## src/rtl/twm_pkg.sv

```systemverilog
// topic wildcard matcher: shared types, codes and default constants
// used by every module of the block, no dependencies
`default_nettype none

package twm_pkg;

  localparam int MaxPatternTokensDef = 16;
  localparam int TokenIdWidthDef     = 32;

  localparam int EntryIndexBits = 4;
  localparam int TokenKindBits  = 2;
  localparam int TokenIdBits    = 32;
  localparam int CfgLengthBits  = 5;
  localparam logic [CfgLengthBits-1:0] CfgLengthReset = CfgLengthBits'(1);

  typedef enum logic {
    OP_WRITE = 1'b0,
    OP_TOKEN = 1'b1
  } op_e;

  typedef enum logic [TokenKindBits-1:0] {
    KIND_LITERAL = 2'd0,
    KIND_PLUS    = 2'd1,
    KIND_STAR    = 2'd2
  } kind_e;

  typedef enum logic [1:0] {
    MODE_MATCHING = 2'd0,
    MODE_SEEKING  = 2'd1,
    MODE_FALSE    = 2'd2,
    MODE_TRUE     = 2'd3
  } mode_e;

  typedef struct packed {
    logic                      operation;
    logic [EntryIndexBits-1:0] entry_index;
    logic [TokenKindBits-1:0]  token_kind;
    logic [TokenIdBits-1:0]    token_id;
    logic                      last_token;
  } in_item_t;

  typedef struct packed {
    logic matched;
    logic wildcard_in_topic;
  } out_item_t;

  // per-entry flags against the token under work
  typedef struct packed {
    logic star;
    logic plus;
    logic hit;
  } ent_flags_t;

endpackage

`default_nettype wire

```

## src/rtl/twm_store.sv

```systemverilog
// topic wildcard matcher: pattern entry store with per-entry id compare
// depends on twm_pkg
`default_nettype none

module twm_store #(
  parameter int MaxTokens    = twm_pkg::MaxPatternTokensDef,
  parameter int TokenIdWidth = twm_pkg::TokenIdWidthDef
) (
  input  wire logic                                 clk_i,
  input  wire logic                                 wr_en_i,
  input  wire logic [twm_pkg::EntryIndexBits-1:0]   wr_index_i,
  input  wire logic [twm_pkg::TokenKindBits-1:0]    wr_kind_i,
  input  wire logic [twm_pkg::TokenIdBits-1:0]      token_id_i,
  output twm_pkg::ent_flags_t                       flags_o [MaxTokens]
);

  localparam int IdBits = (TokenIdWidth < twm_pkg::TokenIdBits) ?
                          TokenIdWidth : twm_pkg::TokenIdBits;
  localparam int IdxW   = $clog2(MaxTokens);

  logic [twm_pkg::TokenKindBits-1:0] kind_q [MaxTokens];
  logic [IdBits-1:0]                 id_q   [MaxTokens];
  logic                              wr_in_range;
  logic [IdxW-1:0]                   wr_addr;

  assign wr_in_range = (int'(wr_index_i) < MaxTokens);
  assign wr_addr     = IdxW'(wr_index_i);

  always_ff @(posedge clk_i) begin
    if (wr_en_i && wr_in_range) begin
      kind_q[wr_addr] <= wr_kind_i;
      id_q[wr_addr]   <= token_id_i[IdBits-1:0];
    end
  end

  always_comb begin
    for (int i = 0; i < MaxTokens; i++) begin
      flags_o[i].star = (kind_q[i] == twm_pkg::KIND_STAR);
      flags_o[i].plus = (kind_q[i] == twm_pkg::KIND_PLUS);
      flags_o[i].hit  = (kind_q[i] != twm_pkg::KIND_STAR) &&
                        (kind_q[i] != twm_pkg::KIND_PLUS) &&
                        (id_q[i] == token_id_i[IdBits-1:0]);
    end
  end

endmodule

`default_nettype wire

```

## src/rtl/twm_core.sv

```systemverilog
// topic wildcard matcher: match progress state and per-token update
// depends on twm_pkg, fed by the flags of twm_store
`default_nettype none

module twm_core #(
  parameter int MaxTokens = twm_pkg::MaxPatternTokensDef
) (
  input  wire logic                                clk_i,
  input  wire logic                                rst_ni,
  input  wire logic                                step_i,
  input  wire logic [twm_pkg::TokenKindBits-1:0]   kind_i,
  input  wire logic                                last_i,
  input  wire logic [twm_pkg::CfgLengthBits-1:0]   length_i,
  input  wire twm_pkg::ent_flags_t                 flags_i [MaxTokens],
  output twm_pkg::out_item_t                       res_o
);

  localparam int PosW = $clog2(MaxTokens + 1);
  localparam int IdxW = $clog2(MaxTokens);
  localparam logic [PosW-1:0] MaxPos = PosW'(MaxTokens);

  logic [PosW-1:0]     pos_q, pos_d, pos_n, pos1, eff_len;
  twm_pkg::mode_e      mode_q, mode_d, mode_n;
  logic                wild_q, wild_d, wild_n;
  logic                is_lit;
  twm_pkg::ent_flags_t ent0, ent1;
  logic                hit0, hit1;

  assign eff_len = (int'(length_i) > MaxTokens) ? MaxPos : PosW'(length_i);
  assign is_lit  = (kind_i != twm_pkg::KIND_PLUS) && (kind_i != twm_pkg::KIND_STAR);
  assign pos1    = pos_q + PosW'(1);

  always_comb begin
    ent0 = '0;
    ent1 = '0;
    if (pos_q < MaxPos) begin
      ent0 = flags_i[pos_q[IdxW-1:0]];
    end
    if (pos1 < MaxPos) begin
      ent1 = flags_i[pos1[IdxW-1:0]];
    end
  end

  assign hit0 = is_lit && ent0.hit;
  assign hit1 = is_lit && ent1.hit;

  always_comb begin
    pos_n  = pos_q;
    mode_n = mode_q;
    wild_n = wild_q | ~is_lit;
    unique case (mode_q)
      twm_pkg::MODE_SEEKING: begin
        if (hit0) begin
          pos_n  = pos1;
          mode_n = twm_pkg::MODE_MATCHING;
        end
      end
      twm_pkg::MODE_MATCHING: begin
        if (pos_q >= eff_len) begin
          mode_n = twm_pkg::MODE_FALSE;
        end else if (ent0.star) begin
          pos_n = pos1;
          if (pos1 == eff_len) begin
            mode_n = twm_pkg::MODE_TRUE;
          end else if (hit1) begin
            pos_n = pos_q + PosW'(2);
          end else begin
            mode_n = twm_pkg::MODE_SEEKING;
          end
        end else if (ent0.plus || hit0) begin
          pos_n = pos1;
        end else begin
          mode_n = twm_pkg::MODE_FALSE;
        end
      end
      default: begin
      end
    endcase

    res_o.wildcard_in_topic = wild_n;
    res_o.matched = ((mode_n == twm_pkg::MODE_TRUE) ||
                     ((mode_n == twm_pkg::MODE_MATCHING) && (pos_n == eff_len))) && !wild_n;

    pos_d  = pos_q;
    mode_d = mode_q;
    wild_d = wild_q;
    if (step_i) begin
      if (last_i) begin
        pos_d  = '0;
        mode_d = twm_pkg::MODE_MATCHING;
        wild_d = 1'b0;
      end else begin
        pos_d  = pos_n;
        mode_d = mode_n;
        wild_d = wild_n;
      end
    end
  end

  always_ff @(posedge clk_i or negedge rst_ni) begin
    if (!rst_ni) begin
      pos_q  <= '0;
      mode_q <= twm_pkg::MODE_MATCHING;
      wild_q <= 1'b0;
    end else begin
      pos_q  <= pos_d;
      mode_q <= mode_d;
      wild_q <= wild_d;
    end
  end

  a_rearm: assert property (@(posedge clk_i) disable iff (!rst_ni)
    step_i && last_i |=> pos_q == '0 && mode_q == twm_pkg::MODE_MATCHING && !wild_q)
    else $error("matcher did not rearm after end of topic");

  a_pos_bound: assert property (@(posedge clk_i) disable iff (!rst_ni)
    pos_q <= MaxPos)
    else $error("pattern position beyond store depth");

endmodule

`default_nettype wire

```

## src/rtl/topic_wildcard_matcher_unit.sv

```systemverilog
// topic wildcard matcher top level: input register, pattern store, matcher, result register
// depends on twm_pkg, twm_store and twm_core
`default_nettype none

// Matches topics, one token per transaction, against a stored pattern of literal ids,
// single-token wildcards (plus) and multi-token wildcards (star). Pattern entries are
// written through the same input channel (operation 0); topic tokens use operation 1 and
// one result comes out after the token flagged last. Each transaction passes through the
// input register, so one transaction per cycle is sustained; only a last token is held
// there, for as long as the output register holds a result that has not been taken. A
// result is registered into the output register as its last token leaves the input
// register. A non-final star skips forward to the first token equal to the next pattern
// literal, without backtracking. The user must write pattern_length on the cfg channel
// only while no transaction is in flight; the block itself does not enforce it.
module topic_wildcard_matcher_unit #(
  parameter int MaxPatternTokens = twm_pkg::MaxPatternTokensDef,
  parameter int TokenIdWidth     = twm_pkg::TokenIdWidthDef
) (
  input  wire logic                               clk_i,
  input  wire logic                               rst_ni,
  input  wire logic                               in_valid_i,
  output      logic                               in_ready_o,
  input  wire twm_pkg::in_item_t                  in_item_i,
  output      logic                               out_valid_o,
  input  wire logic                               out_ready_i,
  output twm_pkg::out_item_t                      out_item_o,
  input  wire logic                               cfg_valid_i,
  output      logic                               cfg_ready_o,
  input  wire logic [twm_pkg::CfgLengthBits-1:0]  cfg_pattern_length_i
);

  logic                               s1_valid_q;
  twm_pkg::in_item_t                  s1_item_q;
  logic                               s1_is_token, s1_has_res, s1_go;
  logic                               out_valid_q;
  twm_pkg::out_item_t                 out_item_q, core_res;
  logic [twm_pkg::CfgLengthBits-1:0]  length_q;
  twm_pkg::ent_flags_t                flags [MaxPatternTokens];

  assign s1_is_token = (s1_item_q.operation == twm_pkg::OP_TOKEN);
  assign s1_has_res  = s1_is_token && s1_item_q.last_token;
  assign s1_go       = s1_valid_q && (!s1_has_res || !out_valid_q || out_ready_i);
  assign in_ready_o  = !s1_valid_q || s1_go;
  assign cfg_ready_o = 1'b1;

  always_ff @(posedge clk_i or negedge rst_ni) begin
    if (!rst_ni) begin
      s1_valid_q <= 1'b0;
    end else if (in_ready_o) begin
      s1_valid_q <= in_valid_i;
    end
  end

  always_ff @(posedge clk_i) begin
    if (in_ready_o && in_valid_i) begin
      s1_item_q <= in_item_i;
    end
  end

  always_ff @(posedge clk_i or negedge rst_ni) begin
    if (!rst_ni) begin
      length_q <= twm_pkg::CfgLengthReset;
    end else if (cfg_valid_i && cfg_ready_o) begin
      length_q <= cfg_pattern_length_i;
    end
  end

  twm_store #(
    .MaxTokens    (MaxPatternTokens),
    .TokenIdWidth (TokenIdWidth)
  ) u_store (
    .clk_i      (clk_i),
    .wr_en_i    (s1_go && !s1_is_token),
    .wr_index_i (s1_item_q.entry_index),
    .wr_kind_i  (s1_item_q.token_kind),
    .token_id_i (s1_item_q.token_id),
    .flags_o    (flags)
  );

  twm_core #(
    .MaxTokens (MaxPatternTokens)
  ) u_core (
    .clk_i    (clk_i),
    .rst_ni   (rst_ni),
    .step_i   (s1_go && s1_is_token),
    .kind_i   (s1_item_q.token_kind),
    .last_i   (s1_item_q.last_token),
    .length_i (length_q),
    .flags_i  (flags),
    .res_o    (core_res)
  );

  always_ff @(posedge clk_i or negedge rst_ni) begin
    if (!rst_ni) begin
      out_valid_q <= 1'b0;
    end else if (s1_go && s1_has_res) begin
      out_valid_q <= 1'b1;
    end else if (out_ready_i) begin
      out_valid_q <= 1'b0;
    end
  end

  always_ff @(posedge clk_i) begin
    if (s1_go && s1_has_res) begin
      out_item_q <= core_res;
    end
  end

  assign out_valid_o = out_valid_q;
  assign out_item_o  = out_item_q;

  a_no_match_on_error: assert property (@(posedge clk_i) disable iff (!rst_ni)
    out_valid_q |-> !(out_item_q.matched && out_item_q.wildcard_in_topic))
    else $error("match reported for a topic holding a wildcard");

  a_result_source: assert property (@(posedge clk_i) disable iff (!rst_ni)
    $rose(out_valid_q) |-> $past(s1_go && s1_has_res))
    else $error("result without a last topic token");

  a_empty_stage_ready: assert property (@(posedge clk_i) disable iff (!rst_ni)
    !s1_valid_q |-> in_ready_o)
    else $error("input stalled while input register is empty");

endmodule

`default_nettype wire

```

## config.mk

```make
export PLATFORM = sky130hd
export DESIGN_NAME = topic_wildcard_matcher_unit
export DESIGN_NICKNAME = d
export VERILOG_FILES = /design/src/rtl/twm_pkg.sv /design/src/rtl/twm_store.sv /design/src/rtl/twm_core.sv /design/src/rtl/topic_wildcard_matcher_unit.sv
export SDC_FILE = /design/constraint.sdc
export NUM_CORES = 1
export LEC_CHECK = 0
export ABC_AREA = 0
export BUFFER_PORTS_ARGS = -buffer_cell sky130_fd_sc_hd__buf_4
export CORE_UTILIZATION = 30
export CTS_CLUSTER_DIAMETER = 50
export CTS_CLUSTER_SIZE = 20
export DETAILED_ROUTE_END_ITERATION = 8
export PLACE_DENSITY = 0.44
export SYNTH_ARGS = -nofsm -noshare
export SYNTH_HDL_FRONTEND = slang
export SYNTH_SLANG_ARGS = --single-unit
```

## constraint.sdc

```tcl
create_clock -name clk_i -period 7.2 [get_ports clk_i]
set_clock_uncertainty 0.2 [all_clocks]
set_input_delay 1.08 -clock clk_i [delete_from_list [all_inputs] [get_ports clk_i]]
set_output_delay 1.08 -clock clk_i [all_outputs]
set_load 0.01 [all_outputs]
```

After elaboration in Yosys (flattened, before gate mapping)
Memory sizes are Yosys's and may differ from the RTL's.
Index checks and enable logic that the tools add are counted.
Widths: inputs -> output; s select.
Storage, ports and cells
  register bits after elaboration: 57
  RAM bits: 544
  bits of input ports: 50
  output and inout port bits: 5
  word-level logic and storage cells: 199
  memories kept: 2
Memories
  u_store.id_q: words 16, width 32, rd ports 16, clocked after Yosys merged registers in 0, write ports 1, line twm_store.sv:22  | logic [IdBits-1:0] id_q [MaxTokens];
  u_store.kind_q: words 16, width 2, rd ports 16, clocked after Yosys merged registers in 0, write ports 1, line twm_store.sv:21  | logic [twm_pkg::TokenKindBits-1:0] kind_q [MaxTokens];
Cells by class
  add/subtract/negate cells: 2
  $lt $le $gt $ge: 6
  equal/unequal tests: 86
  muxes and demuxes: 30
  bitwise gates (word level): 4
  reduce and logical (&&, ||, !) cells: 56
Operators by type and width (number)
  $eq 32x32->1: 16
  $logic_and 1x1->1: 43
  $mux 5: 8
  $eq 2x1->1 const B: 17
  $eq 2x2->1 const B: 17
  $ne 2x1->1 const B: 17
  $ne 2x2->1 const B: 17
  $bmux 3 s4: 2
  $mux 2: 7
  $eq 5x5->1: 2
  $ge 5x5->1 const B: 2
  $lt 5x5->1 const B: 2
  $not 4->5: 2
  $pmux 5 s2: 1
  $mux 3: 3
  $mux 1: 8
  $add 5x1->5 const B: 1
  $add 5x2->5 const B: 1
  $ge 5x5->1: 1
  $gt 5x5->1 const B: 1
  $logic_not 1->1: 5
  $logic_or 1x1->1: 5
  $logic_not 2->1: 2
  $pmux 2 s2: 1
  other kinds (3): 3

Logic depth before layout (Yosys ltp)
Gate-level depths: netlist (run 1).
An unclocked memory read counts as a cell.
  depth after elaboration: 18
  gate-level depth with buffers: 16
  mapped depth without buffers: 15

By module
A second synthesis (run 1) with hierarchy kept.
Unflattened totals
  cell total of the unflattened synthesis: 1691
  area total of the unflattened synthesis: 26763.2 sq um
By module, submodules not included
  twm_store: instances 1, cells each 1401, area an instance 23313.6 sq um, sequential area each 16335.7 sq um
  twm_core: instances 1, cells each 223, area an instance 1875.5 sq um, sequential area each 200.2 sq um
  topic_wildcard_matcher_unit: instances 1, cells each 67, area an instance 1574.0 sq um, sequential area each 1437.6 sq um

Least setup slack after synthesis (run 1)
OpenSTA, ideal clock, no wires.
  kind: reg-to-reg
  from: reg s1_item_q, in the netlist s1_is_token
  to: mem u_store.id_q[4][0] (netlist name) (enable)
  library setup time: 0.467 ns
  data arrival time: 3.412 ns
  path slack: 3.121 ns
  stages on the path, launching flop included: 4
  buffers on the path: 0
  clock period less this slack: 4.079 ns
  cells stage by stage: edfxtp_1 nand2b_1 or3b_2 nor3_1
On the way
  longest elaborated chain between the ends: 8
RTL lines
  from (decl): line topic_wildcard_matcher_unit.sv:33  | twm_pkg::in_item_t s1_item_q;
  from (signal assigned): line topic_wildcard_matcher_unit.sv:56  | s1_item_q <= in_item_i;
  $logic_and 1x1->1: line topic_wildcard_matcher_unit.sv:41  | assign s1_has_res = s1_is_token && s1_item_q.last_token;
  $logic_not 1->1: line topic_wildcard_matcher_unit.sv:42  | assign s1_go = s1_valid_q && (!s1_has_res || !out_valid_q || out_ready_i);
  $logic_or 1x1->1 (2 in a row): line topic_wildcard_matcher_unit.sv:42
  $logic_and 1x1->1: line topic_wildcard_matcher_unit.sv:42
  $logic_and 1x1->1 (*): line topic_wildcard_matcher_unit.sv:73  | .wr_en_i (s1_go && !s1_is_token),
  $mux 1 (*): line twm_store.sv:30  | if (wr_en_i && wr_in_range) begin
  $mux 1 (not written as such) (*): line twm_store.sv:32  | id_q[wr_addr] <= token_id_i[IdBits-1:0];
  to (decl): line twm_store.sv:22
Mark *: on every way between the ends. The rest lies on a longest branch, timed or not.

==> metrics, run 1 <==
# nets final=between 1,500 and 2,000; leakage power=10.09 nW; pin count of the biggest net entering global routing=41; async set-reset flop share out of synthesis=0.02496; crit path max fanout=20; TNS Setup=0 ns; Ports=55; sequential area share after synthesis=0.6719; period utilization=0.7247; layout cells sized above 1=0.1616; P per Cell Area=299.9 nW/um^2; RSZ-0062 raised after global routing=false; worst slew pin tran=~1.2 ns; hold slack=about 0.11 ns; setup bufs post-CTS=0; crit-path max cell delay=0.94 ns; status=finished, final reports clean; Crit. Startpoint=s1_item_q[1]$_DFFE_PP_; Setup violations, final=0; Tmin final=roughly 5.2 ns; FF-to-FF End=out_item_o[1]$_DFFE_PP_; chip width=300.6 um; synthesized area=26,750 um^2; CP max-delay cell=edfxtp_1; Post-synth EDFFs=586; port buffer count=53; CTS Root Buffer Type=clkbuf_16; Die H=~300 um; Peak VDD IR=between 200 and 250 uV; most frequent cells in the layout=586 x edfxtp_1, 386 x xnor2_1, 124 x buf_4, 119 x xor2_1, 99 x nand4_1; Yosys warning count=0; R2R Setup Slk=1.98 ns; Rows=109; core footprint=approximately 90,000 um^2; Final Hold Viols=0; clk buf depth=3; 1st-iter DRT viols=1,048; CP Launch Type=register; synthesis-stage register bit count=approximately 600; Hold WC Path Type=input port to async pin; placed cell areas=28,680 um^2; Cells after Synth=1,758; # clock sinks=601; cell mode on critical path=nand4_1; Mapped Nets=1,847; CTS tree=yes; slew margin rel.=0.1722; WS Path Type=register to register; fill count=roughly 8,500; # H-tree levels=3; Area Overhead vs Synth=17.59%; worst endpoint data arrival time=5.39 ns; Mean Syn Cell Area=around 15 um^2; Pins Over Slew Limit=0; CTS Hold Bufs=0; DR vias=14,609; initial core utilization=0.3027; CP Cell Sequence=buf_4, xnor2_1, nand4_1, nor4_1, nand3_1, o2111ai_1, nand4_1, a2111oi_4, nor3_1, a311o_1, nand2b_1, mux2i_1, a2111oi_2, a31o_1; R2R depth=14; Max Fclk=191.7 MHz; PnR worst setup slack=1.982 ns; TritonRoute pass-1 iters=6; WL/cell=24.61 um; fin area=31,460 um^2; GPL Wtd Cong=0.8231; Yosys cell types=80; DP Wirelength=50,290 um; CP bufs+invs=1; DRT Wirelength=between 70,000 and 80,000 um; DRC viols=0; CTS buffer count=roughly 80; commonest non-fill, non-tap cell in the layout=edfxtp_1; max cap viols=0; clock latency on the worst-skew pair=around 0.63 ns; Die Area=between 90,000 and 100,000 um^2; grt ovf=0; R2R Path Start=s1_item_q[1]$_DFFE_PP_; first-pass GRT wire length=110,000 um; post-cts resize count=0; Critical Path RT=7.37 ns; post-route ant nets=0; initial antenna violation count=4; clock slew at reported path FFs=0.05 ns; via/cell ratio=4.682; Antenna Cells=0; Finished Core Util=0.3560; vias in the first global route=between 10,000 and 15,000; global-route usage over all layers=0.1711; critical path endpoint category=register; Most used DFF post-synth=edfxtp_1; worst slack at placement=1.875 ns; CP delay by family, top=simple AND/OR/NAND/NOR gates
## cells in the mapped netlist (3+ instances only)
| cell | instances | share of area |
|---|---|---|
| edfxtp_1 | 586 | 0.66 |
| buf_4 | 18 | 0.0051 |
| o21ai_0 | 15 | 0.0028 |
| a21o_1 | 3 | 0.00084 |
| o21a_1 | 3 | 0.00084 |
| xnor2_1 | 386 | 0.13 |
| a31oi_1 | 4 | 0.00094 |
| or2_2 | 3 | 0.00070 |
| clkbuf_1 | 10 | 0.0014 |
| clkinv_1 | 3 | 0.00042 |
| buf_2 | 19 | 0.0036 |
| nand2b_1 | 10 | 0.0023 |
| mux2_2 | 4 | 0.0017 |
| o211ai_1 | 4 | 0.0011 |
| and3_1 | 6 | 0.0014 |
| nor4_1 | 46 | 0.011 |
| xor2_1 | 119 | 0.039 |
| buf_6 | 32 | 0.013 |
| o31ai_1 | 4 | 0.0011 |
| and2_1 | 3 | 0.00070 |
| nor3_1 | 30 | 0.0056 |
| o221ai_1 | 5 | 0.0016 |
| dfrtp_1 | 14 | 0.013 |
| mux4_2 | 8 | 0.0067 |
| a22oi_1 | 3 | 0.00084 |
| nand2_1 | 48 | 0.0067 |
| mux2i_1 | 4 | 0.0015 |
| a21oi_1 | 15 | 0.0028 |
| ha_1 | 39 | 0.018 |
| nor2b_1 | 8 | 0.0019 |
| nand3_1 | 33 | 0.0062 |
| inv_1 | 54 | 0.0076 |
| o22ai_1 | 7 | 0.0016 |
| nand4_1 | 99 | 0.023 |
| nor2_1 | 51 | 0.0072 |
| or3_1 | 5 | 0.0012 |
## through the flow
| stage | std cells | power (mW) |
|---|---|---|
| floorplan | 1758 | 4.976 |
| global route | 3120 | 9.804 |
| detailed placement | 2970 | 5.457 |
| CTS | 3120 | 9.564 |
| global placement | 2970 | 5.483 |
| finish | 3120 | 9.433 |
## where the power goes
part           internal (mW)  total (mW)  switching, mW  leakage [nW]
Sequential              3.91        4.01          0.109          5.50
Clock                   2.32        4.06           1.74          1.34
Combinational          0.481        1.36          0.880          3.25
Total                   6.71        9.43           2.72          10.1
## layer usage
layer / routed length, um / GRT usage / vias up
met1: 36100 / 0.2370 / 7477
li1: - / - / 6739
met3: 2517 / 0.02273 / 105
met5: 0 / 0 / -
met4: 1654 / 0.04581 / 0
met2: 36500 / 0.2812 / 288
## worst max-delay path by stage
stage | end | cells after the start
after global placement | out_item_o[1]$_DFFE_PP_ | 14
after global routing | out_item_o[1]$_DFFE_PP_ | 13
after detailed placement | out_item_o[1]$_DFFE_PP_ | 14
after CTS | out_item_o[1]$_DFFE_PP_ | 14
after floorplan | u_store.id_q[4][0]$_DFFE_PP_ | 3
final | out_item_o[1]$_DFFE_PP_ | 14
## area by class of cell
type / count / area [um^2] / share of cell area
well taps: 1165 / 1458 / 0.04634
inverters: 57 / 214.0 / 0.006801
clock inverters: 64 / 673.1 / 0.02140
repair buffers: 127 / 991.0 / 0.03150
clock buffers: 86 / 2110 / 0.06706
multi-input cells: 1020 / 8040 / 0.2556
flip-flops and latches: 601 / 17970 / 0.5713
## cells by family (layout without fill, tap and decap cells)
logic type	Yosys count	in the layout	share of synthesized area
flops	601	601	0.6719
xor+xnor	506	506	0.1659
mux	16	16	0.009915
simple gates	358	358	0.07334
compound gates	100	100	0.02895
other cells	1	1	0.0001402
buf+inv	137	334	0.03162
fa+ha+maj	39	39	0.01824
## registers in the layout, summed over array words and instances, names as in the netlist
register / count
u_core.mode_q: 2
s1_is_token: 1
out_item_o: 2
u_store.kind_q: 32
u_store.id_q: 512
u_core.wild_q: 1
out_valid_o: 1
s1_item_q: 39
s1_valid_q: 1
u_core.pos_q: 5
length_q: 5
No activity file was read; power rests on OpenSTA's default activity.
==> run 2: changes to the inputs <==
--- a/config.mk
+++ b/config.mk
@@ -5,7 +5,7 @@
 export SDC_FILE = /design/constraint.sdc
 export NUM_CORES = 1
 export LEC_CHECK = 0
-export ABC_AREA = 0
+export ABC_AREA = 1
 export BUFFER_PORTS_ARGS = -buffer_cell sky130_fd_sc_hd__buf_4
 export CORE_UTILIZATION = 30
 export CTS_CLUSTER_DIAMETER = 50
==> constraint.sdc (replaced) <==
create_clock -name clk_i -period 5.3 [get_ports clk_i]
set_clock_uncertainty 0.2 [all_clocks]
set_input_delay 0.795 -clock clk_i [delete_from_list [all_inputs] [get_ports clk_i]]
set_output_delay 0.795 -clock clk_i [all_outputs]
set_load 0.01 [all_outputs]
==> metrics, run 2 <==
post-cts resize count=0 (unchanged); met1 usage=0.2644 (was 0.2370); Yosys warning count=0 (unchanged); Cells after Synth=2,846 (was 1,758); pin count of the biggest net entering global routing=41 (unchanged); clk buf depth=3 (unchanged); status=finished, final reports clean (unchanged); R2R depth=22 (was 14); max cap viols=0 (unchanged); Peak VDD IR=195.1 uV (was 231.6 uV); initial antenna violation count=2 (was 4); WHS Path Cells=1; Most used DFF post-synth=edfxtp_1 (unchanged); # nets final=3,043 (was 1,977); hold slack=0.1200 ns (was 0.1145 ns); Pins Over Slew Limit=0 (unchanged); CTS tree=yes (unchanged); Post-synth EDFFs=586 (unchanged); period utilization=0.8656 (was 0.7247); via/cell ratio=4.560 (was 4.682); async set-reset flop share out of synthesis=0.02496 (unchanged); placed cell count=4,130 (was 2,970); post-route ant nets=0 (unchanged); Die Area=97,400 um^2 (was 90,370 um^2); worst slack at placement=0.6985 ns (was 1.875 ns); gr busiest metal=met2 (unchanged); total power draw=12.85 mW (was 9.433 mW); commonest non-fill, non-tap cell in the layout=nand2_1 (was edfxtp_1); FF-to-FF End=out_item_o[1]$_DFFE_PP_ (unchanged); Tmin final=4.588 ns (was 5.218 ns); RSZ-0062 raised after global routing=false (unchanged); top area cells in the synthesized netlist=edfxtp_1 61%, nand2_1 11%, inv_1 4.0% (was edfxtp_1 66%, xnor2_1 13%, xor2_1 3.9%); Yosys cell types=47 (was 80); most frequent cells in the layout=861 x nand2_1, 586 x edfxtp_1, 303 x inv_1, 275 x nor2_1, 136 x nand3_1 (was 586 x edfxtp_1, 386 x xnor2_1, 124 x buf_4, 119 x xor2_1, 99 x nand4_1); worst endpoint data arrival time=4.88 ns (was 5.39 ns); placed cell areas=30,670 um^2 (was 28,680 um^2); Critical Path RT=5.59 ns (was 7.37 ns); worst slew pin tran=1.096 ns (was 1.242 ns); R2R Setup Slk=0.71 ns (was 1.98 ns); area share of the largest cell type after synthesis=0.6100 (was 0.6578); DP Wirelength=61,730 um (was 50,290 um); Area Overhead vs Synth=16.22% (was 17.59%); synthesized area=28,850 um^2 (was 26,750 um^2); synthesis-stage register bit count=601 (unchanged); # H-tree levels=3 (unchanged); CP Launch Type=register (unchanged); number of flip-flops in the largest register=512 (unchanged); PnR worst setup slack=0.7124 ns (was 1.982 ns); R2R Path Start=s1_item_q[8]$_DFFE_PP_ (was s1_item_q[1]$_DFFE_PP_); Reg with most FFs=u_store.id_q (unchanged); Mapped Nets=2,935 (was 1,847); clock slew at reported path FFs=0.06 ns (was 0.05 ns); sequential area share after synthesis=0.6231 (was 0.6719); Die H=312.1 um (was 300.6 um); setup bufs post-CTS=0 (unchanged); WL/cell=21.11 um (was 24.61 um); worst hold path startpoint=in_item_i[11]; DRC viols=0 (unchanged); Setup violations, final=0 (unchanged); CTS buffer count=86 (was 81); Ports=55 (unchanged); WS Path Type=register to register (unchanged); leakage power=13.17 nW (was 10.09 nW); vias in the first global route=19,254 (was 14,861); Commonest cells post-synth=861 x nand2_1, 586 x edfxtp_1, 304 x inv_1, 291 x nor2_1, 136 x nand3_1 (was 586 x edfxtp_1, 386 x xnor2_1, 119 x xor2_1, 99 x nand4_1, 54 x inv_1); 1st-iter DRT viols=1,577 (was 1,048); met3 layer usage reported by global route=0.02429 (was 0.02273); grt ovf=0 (unchanged); GR Util met2=0.2893 (was 0.2812); Final Hold Viols=0 (unchanged); Worst Hold End=s1_item_q[11]$_DFFE_PP_; DR vias=19,554 (was 14,609); largest area contributor in the netlist=edfxtp_1 (unchanged); layout cells sized above 1=0.1178 (was 0.1616); first-pass GRT wire length=132,500 um (was 110,000 um); core footprint=95,150 um^2 (was 88,370 um^2); TNS Setup=0 ns (unchanged); clock latency on the worst-skew pair=0.65 ns (was 0.63 ns); Hold WC Path Type=input port to register (was input port to async pin); GPL Wtd Cong=0.9076 (was 0.8231); count leader, synth=nand2_1 (was edfxtp_1); fin cells=4,288 (was 3,120); TritonRoute pass-1 iters=6 (unchanged); Antenna Cells=0 (unchanged); Finished Core Util=0.3523 (was 0.3560); Rows=113 (was 109); Max Fclk=218.0 MHz (was 191.7 MHz); DRT Wirelength=90,520 um (was 76,770 um); CTS Root Buffer Type=clkbuf_16 (unchanged); initial core utilization=0.3032 (was 0.3027); chip width=312.1 um (was 300.6 um); P per Cell Area=383.4 nW/um^2 (was 299.9 nW/um^2); global-route usage over all layers=0.1858 (was 0.1711); largest registers=u_store.id_q x512, s1_item_q x39, u_store.kind_q x32 (unchanged); fin area=33,520 um^2 (was 31,460 um^2); critical path endpoint category=register (unchanged); slew margin rel.=0.2675 (was 0.1722); port buffer count=53 (unchanged); crit path max fanout=29 (was 20); Mean Syn Cell Area=10.14 um^2 (was 15.22 um^2); # clock sinks=601 (unchanged)
run 2: final cells by class:
type	instances	area, um^2
Fill cell	9489	61630
Sequential cell	601	17970
Multi-Input combinational cell	1826	9020
Clock buffer	87	2156
Tap cell	1265	1583
Inverter	323	1215
Timing Repair Buffer	116	885.9
Clock inverter	70	691.9
run 2: critical path, cell delays in order, from the launching register on:
cell	delay (ns)
edfxtp_1	0.86
inv_1	0.66
nand2_1	0.17
o21ai_1	0.08
nor2_1	0.12
o2111ai_1	0.29
nor2_1	0.25
nand3_1	0.11
nand3_1	0.13
nand3_1	0.10
nand3_2	0.12
nand3_2	0.25
nand2_1	0.22
nand2_1	0.07
nand2_1	0.08
nand2_1	0.06
nand2_1	0.08
nand3_1	0.09
nor2_1	0.11
nand3_1	0.07
nor2_1	0.11
nand2_1	0.08
a21oi_2	0.11
run 2: per-layer routing:
metal | vias to the layer above | routed length, um
met4 | 2 | 2786
li1 | 9583 | -
met1 | 9397 | 43290
met2 | 457 | 40400
met3 | 115 | 4025
met5 | - | 12
run 2: cells by family (layout without fill, tap and decap cells):
logic type               count (synthesis)  after routing  synth area share
adder cells (fa/ha/maj)                 39             39           0.01692
AND/OR/NAND/NOR                       1390           1390            0.1963
AO/OA/AOI/OAI                          224            224           0.04290
other                                    1              1         0.0001300
multiplexers                             1              1         0.0003903
buffers and inverters                  419            596           0.06840
XOR/XNOR                               171            171           0.05192
flip-flops                             601            601            0.6231
run 2: worst max-delay path by stage:
stage	end	startpoint
final	out_item_o[1]$_DFFE_PP_	s1_item_q[8]$_DFFE_PP_
after detailed placement	out_item_o[1]$_DFFE_PP_	s1_item_q[8]$_DFFE_PP_
after global placement	out_item_o[1]$_DFFE_PP_	s1_item_q[8]$_DFFE_PP_
after CTS	out_item_o[1]$_DFFE_PP_	s1_item_q[8]$_DFFE_PP_
after floorplan	u_store.id_q[10][0]$_DFFE_PP_	out_ready_i
after global routing	out_item_o[1]$_DFFE_PP_	s1_item_q[8]$_DFFE_PP_
run 2: report_power, final:
group / switching [mW] / internal [mW] / total [mW]
Combinational: 1.22 / 0.519 / 1.74
Sequential: 0.111 / 5.30 / 5.42
Clock: 2.35 / 3.35 / 5.69
run 2: timing repair:
item,in CTS,in global routing
hold buffers,1,0
hold endpoints to repair,14,0
setup endpoints to repair,0,0
